## config.mk

```make
export PLATFORM = sky130hd
export DESIGN_NAME = act_ram
export DESIGN_NICKNAME = d
export VERILOG_FILES = /design/src/hdl/act_ram.sv
export SDC_FILE = /design/constraint.sdc
export NUM_CORES = 1
export LEC_CHECK = 0
export BUFFER_PORTS_ARGS = -buffer_cell sky130_fd_sc_hd__buf_2
export CORE_UTILIZATION = 60
export DETAILED_ROUTE_END_ITERATION = 8
export PLACE_DENSITY = 0.78
export SLEW_MARGIN = 20
export SYNTH_ARGS = -nofsm -noshare
export SYNTH_HDL_FRONTEND = slang
export SYNTH_SLANG_ARGS = --single-unit
```

## constraint.sdc

```tcl
create_clock -name clk_i -period 2.11 [get_ports clk_i]
set_clock_uncertainty 0.05 [all_clocks]
set_input_delay 0.1055 -clock clk_i [delete_from_list [all_inputs] [get_ports clk_i]]
set_output_delay 0.1055 -clock clk_i [all_outputs]
set_load 0.01 [all_outputs]
```

## src/hdl/act_ram.sv

```systemverilog
`timescale 1ns / 1ps
module act_ram #(
  parameter int unsigned Width = 8,
  parameter int unsigned Depth = 16
) (
  input  logic                     clk_i,
  input  logic                     we_i,
  input  logic [$clog2(Depth)-1:0] waddr_i,
  input  logic [Width-1:0]         wdata_i,
  input  logic [$clog2(Depth)-1:0] raddr_i,
  output logic [Width-1:0]         rdata_o
);
  logic [Width-1:0] mem_q [Depth];

  always_ff @(posedge clk_i) begin
    if (we_i) begin
      mem_q[waddr_i] <= wdata_i;
    end
    rdata_o <= mem_q[raddr_i];
  end
endmodule

```

==> flow_summary_export.csv <==
group,metric,value,unit
detailed_routing,route.top_layer_used,"met4",
setup_path,cell_chain_of_the_critical_path,"mux4_1 -> a22oi_1 -> nand2_1",
global_route,track_usage,0.239,
setup_path,timing.setup.critical_path_class,"flip-flop to flip-flop",
detailed_routing,routed_wire_length_per_instance,23.5,µm
setup_path,critical_path_arrival,1.82,ns
logic_synthesis,yosysSeqAreaShare,0.778,
setup_path,crit_path_max_fo,1,
placement,place_hpwl,5790,µm
sta,setup_viol_count_final,0,
placement,gpl.final_weighted_congestion,0.840,
detailed_routing,route.antenna.remaining_nets,0,
pwr,ir_worst_vdd,0.624,mV
setup_path,critical-path-top-delay-family,"multiplexers",
pwr,static-leakage-power,2.11,nW
cts,cts_max_level,4,
sta,rsz_0062_raised_after_global_routing,"false",
die,core_area,8260,µm²
finish,diodes,0,
logic_synthesis,synth_nets,247,
die,die_width,94.6,µm
logic_synthesis,post_synth_num_cell_types,19,
global_route,antenna_found_initial,0,
logic_synthesis,synth-seq-cells,136,
cts,root_buffer,"sky130_fd_sc_hd__clkbuf_8",
detailed_routing,dr_vias,2516,
detailed_routing,detail_route.vias_per_cell,6.18,
setup_path,worst_setup_path_start_kind,"flip-flop",
global_route,first_global_vias,2434,
cts,cts-buffers-inserted,17,
setup_path,worstPathBufferInverterCount,0,
sta,hold_viol_final,0,
global_route,global_route.overflow_total,0,
die,rows,33,
finish,num-fill-cells,452,
finish,mostFrequentLayoutCell,"sky130_fd_sc_hd__edfxtp_1",
sta,totalNegativeSetupSlack,0,ns
die,floorplan.die_area,8950,µm²
setup_path,cpPeakStageDelay,0.51,ns
cts,clock_sink_count,136,
detailed_routing,first_pass_iters,5,
flow_run,cap_violations,0,
setup_path,worstPathRequired,2.45,ns
finish,drive_above_1_share,0.301,
die,initial_core_util,0.623,
sta,slew_viol_final,0,
detailed_routing,totalWireLength,9560,µm
pwr,power_density_over_cell_area,1000,nW/µm²
min_path,min-delay-path-class,"input port to flip-flop",
setup_path,crit_slowest_cell,"sky130_fd_sc_hd__mux4_1",
placement,placedCellCount,367,
detailed_routing,route.met2.wl,4650,µm
finish,post-route-cell-area,6130,µm²
finish,layout_common_cells,"sky130_fd_sc_hd__edfxtp_1 (128), sky130_fd_sc_hd__buf_2 (25), sky130_fd_sc_hd__mux4_2 (18)",
sta,post-route-min-period,1.47,ns
detailed_routing,dr_wl_met3,686,µm
finish,layout-area-overhead-vs-synth,19.2,%
logic_synthesis,syn-mean-instance-area,22.5,µm²
detailed_routing,detail_route.drc_violations,0,
sta,final.period_utilization,0.698,
setup_path,regToRegSetupSlack,0.64,ns
finish,nets,307,
global_route,pin_count_of_the_biggest_net_entering_global_routing,33,
die,ioPinCount,26,
detailed_routing,drt-initial-drc-count,271,
logic_synthesis,asyncSetResetFlopFracSynth,0,
placement,placed_cell_area,5480,µm²
sta,relative_slew_margins,0.492,
cts,cts_setup_buffers,0,
finish,stdcell_count,407,
cts,clock_insertion_delay_worst_skew,0.51,ns
cts,clock_transition_time_at_the_flip_flop_clock_pins_of_the_worst_setup_and_hold_paths,0.06,ns
logic_synthesis,synth_ff_type,"sky130_fd_sc_hd__edfxtp_1",
pwr,total_power,6.16,mW
outcome,result_of_the_run,"finished, final reports clean",
sta,worst_slew_pin_slew,0.761,ns
setup_path,end_kind,"flip-flop",
detailed_routing,met1_length,4000,µm
cts,max-clock-path-buffers,2,
global_route,wire_length_of_the_first_global_routing_pass,14300,µm
cts,cts_tree,"done",
placement,portBuffers,25,
logic_synthesis,synthesis.instances,229,
sta,peak_freq,679,MHz
logic_synthesis,synth.cell_area,5150,µm²
logic_synthesis,synth-warning-count,0,
logic_synthesis,synth-edff-count,128,
die,chipHeight,94.6,µm
## cells by family (layout without fill, tap and decap cells)
kind of cell,after synthesis,after routing,synth area share
compound gates,16,16,0.0233
buf+inv,10,83,0.0168
flops,136,136,0.778
mux,32,32,0.150
simple gates,35,35,0.0318
## per-stage QoR
step / worst slack, ns / hold slack [ns] / util
global placement: 0.483 / 0.427 / 0.663
finish: 0.638 / 0.0997 / 0.743
floorplan: 0.462 / 0.154 / -
CTS: 0.646 / 0.0826 / 0.743
global route: 0.584 / 0.0989 / 0.743
detailed placement: 0.486 / 0.440 / 0.663
## final timing paths
kind,startpoint,endpoint,cells past startpoint
setup / recovery,mem_q[2][2]$_DFFE_PP_,rdata_o[2]$_DFF_P_,3
hold / removal,waddr_i[0],mem_q[0][2]$_DFFE_PP_,3
setup reg to reg,mem_q[2][2]$_DFFE_PP_,rdata_o[2]$_DFF_P_,3
hold reg to reg,mem_q[12][2]$_DFFE_PP_,rdata_o[2]$_DFF_P_,3
## synth_stat cells (2+ instances only)
cell type | n | area share
sky130_fd_sc_hd__edfxtp_1 | 128 | 0.75
sky130_fd_sc_hd__mux4_2 | 18 | 0.079
sky130_fd_sc_hd__a22oi_1 | 16 | 0.023
sky130_fd_sc_hd__mux4_1 | 14 | 0.071
sky130_fd_sc_hd__nor2_1 | 13 | 0.0095
sky130_fd_sc_hd__nand2_1 | 9 | 0.0066
sky130_fd_sc_hd__dfxtp_1 | 8 | 0.031
sky130_fd_sc_hd__nor3_1 | 4 | 0.0039
sky130_fd_sc_hd__buf_2 | 3 | 0.0029
sky130_fd_sc_hd__buf_6 | 3 | 0.0066
sky130_fd_sc_hd__clkdlybuf4s25_2 | 3 | 0.0058
sky130_fd_sc_hd__nand2b_1 | 2 | 0.0024
sky130_fd_sc_hd__nand3b_1 | 2 | 0.0029
## power breakdown
| part | switching, mW | internal (mW) |
|---|---|---|
| clock | 1.04 | 1.78 |
| sequential | 0.0179 | 3.02 |
| combinational | 0.163 | 0.130 |
## timing repair
item	4_1_cts	5_1_grt
gates resized for setup	0	0
hold buffers	8	0
hold endpoints to repair	128	0
## worst register-to-register path, stage by stage, from the launching register on
cell and delay (ns):
sky130_fd_sc_hd__edfxtp_1 0.37, sky130_fd_sc_hd__mux4_1 0.51, sky130_fd_sc_hd__a22oi_1 0.34, sky130_fd_sc_hd__nand2_1 0.08
## layout make-up
| type | count | area, µm² | area share |
|---|---|---|---|
| clock inverter | 14 | 158 | 0.0257 |
| sequential | 136 | 4000 | 0.653 |
| multi-input combinational | 83 | 1060 | 0.172 |
| timing repair buffer | 51 | 365 | 0.0596 |
| tap | 105 | 131 | 0.0214 |
| clock buffer | 18 | 418 | 0.0681 |
## state kept, by name, summed over array words and instances, names as in the netlist
register,count
mem_q,128
rdata_o,8
## layer usage
metal,track usage,vias up
met5,0,-
li1,-,1093
met3,0.0700,24
met2,0.347,107
met1,0.344,1292
met4,0.0997,0
No activity file was read; power rests on OpenSTA's default activity.
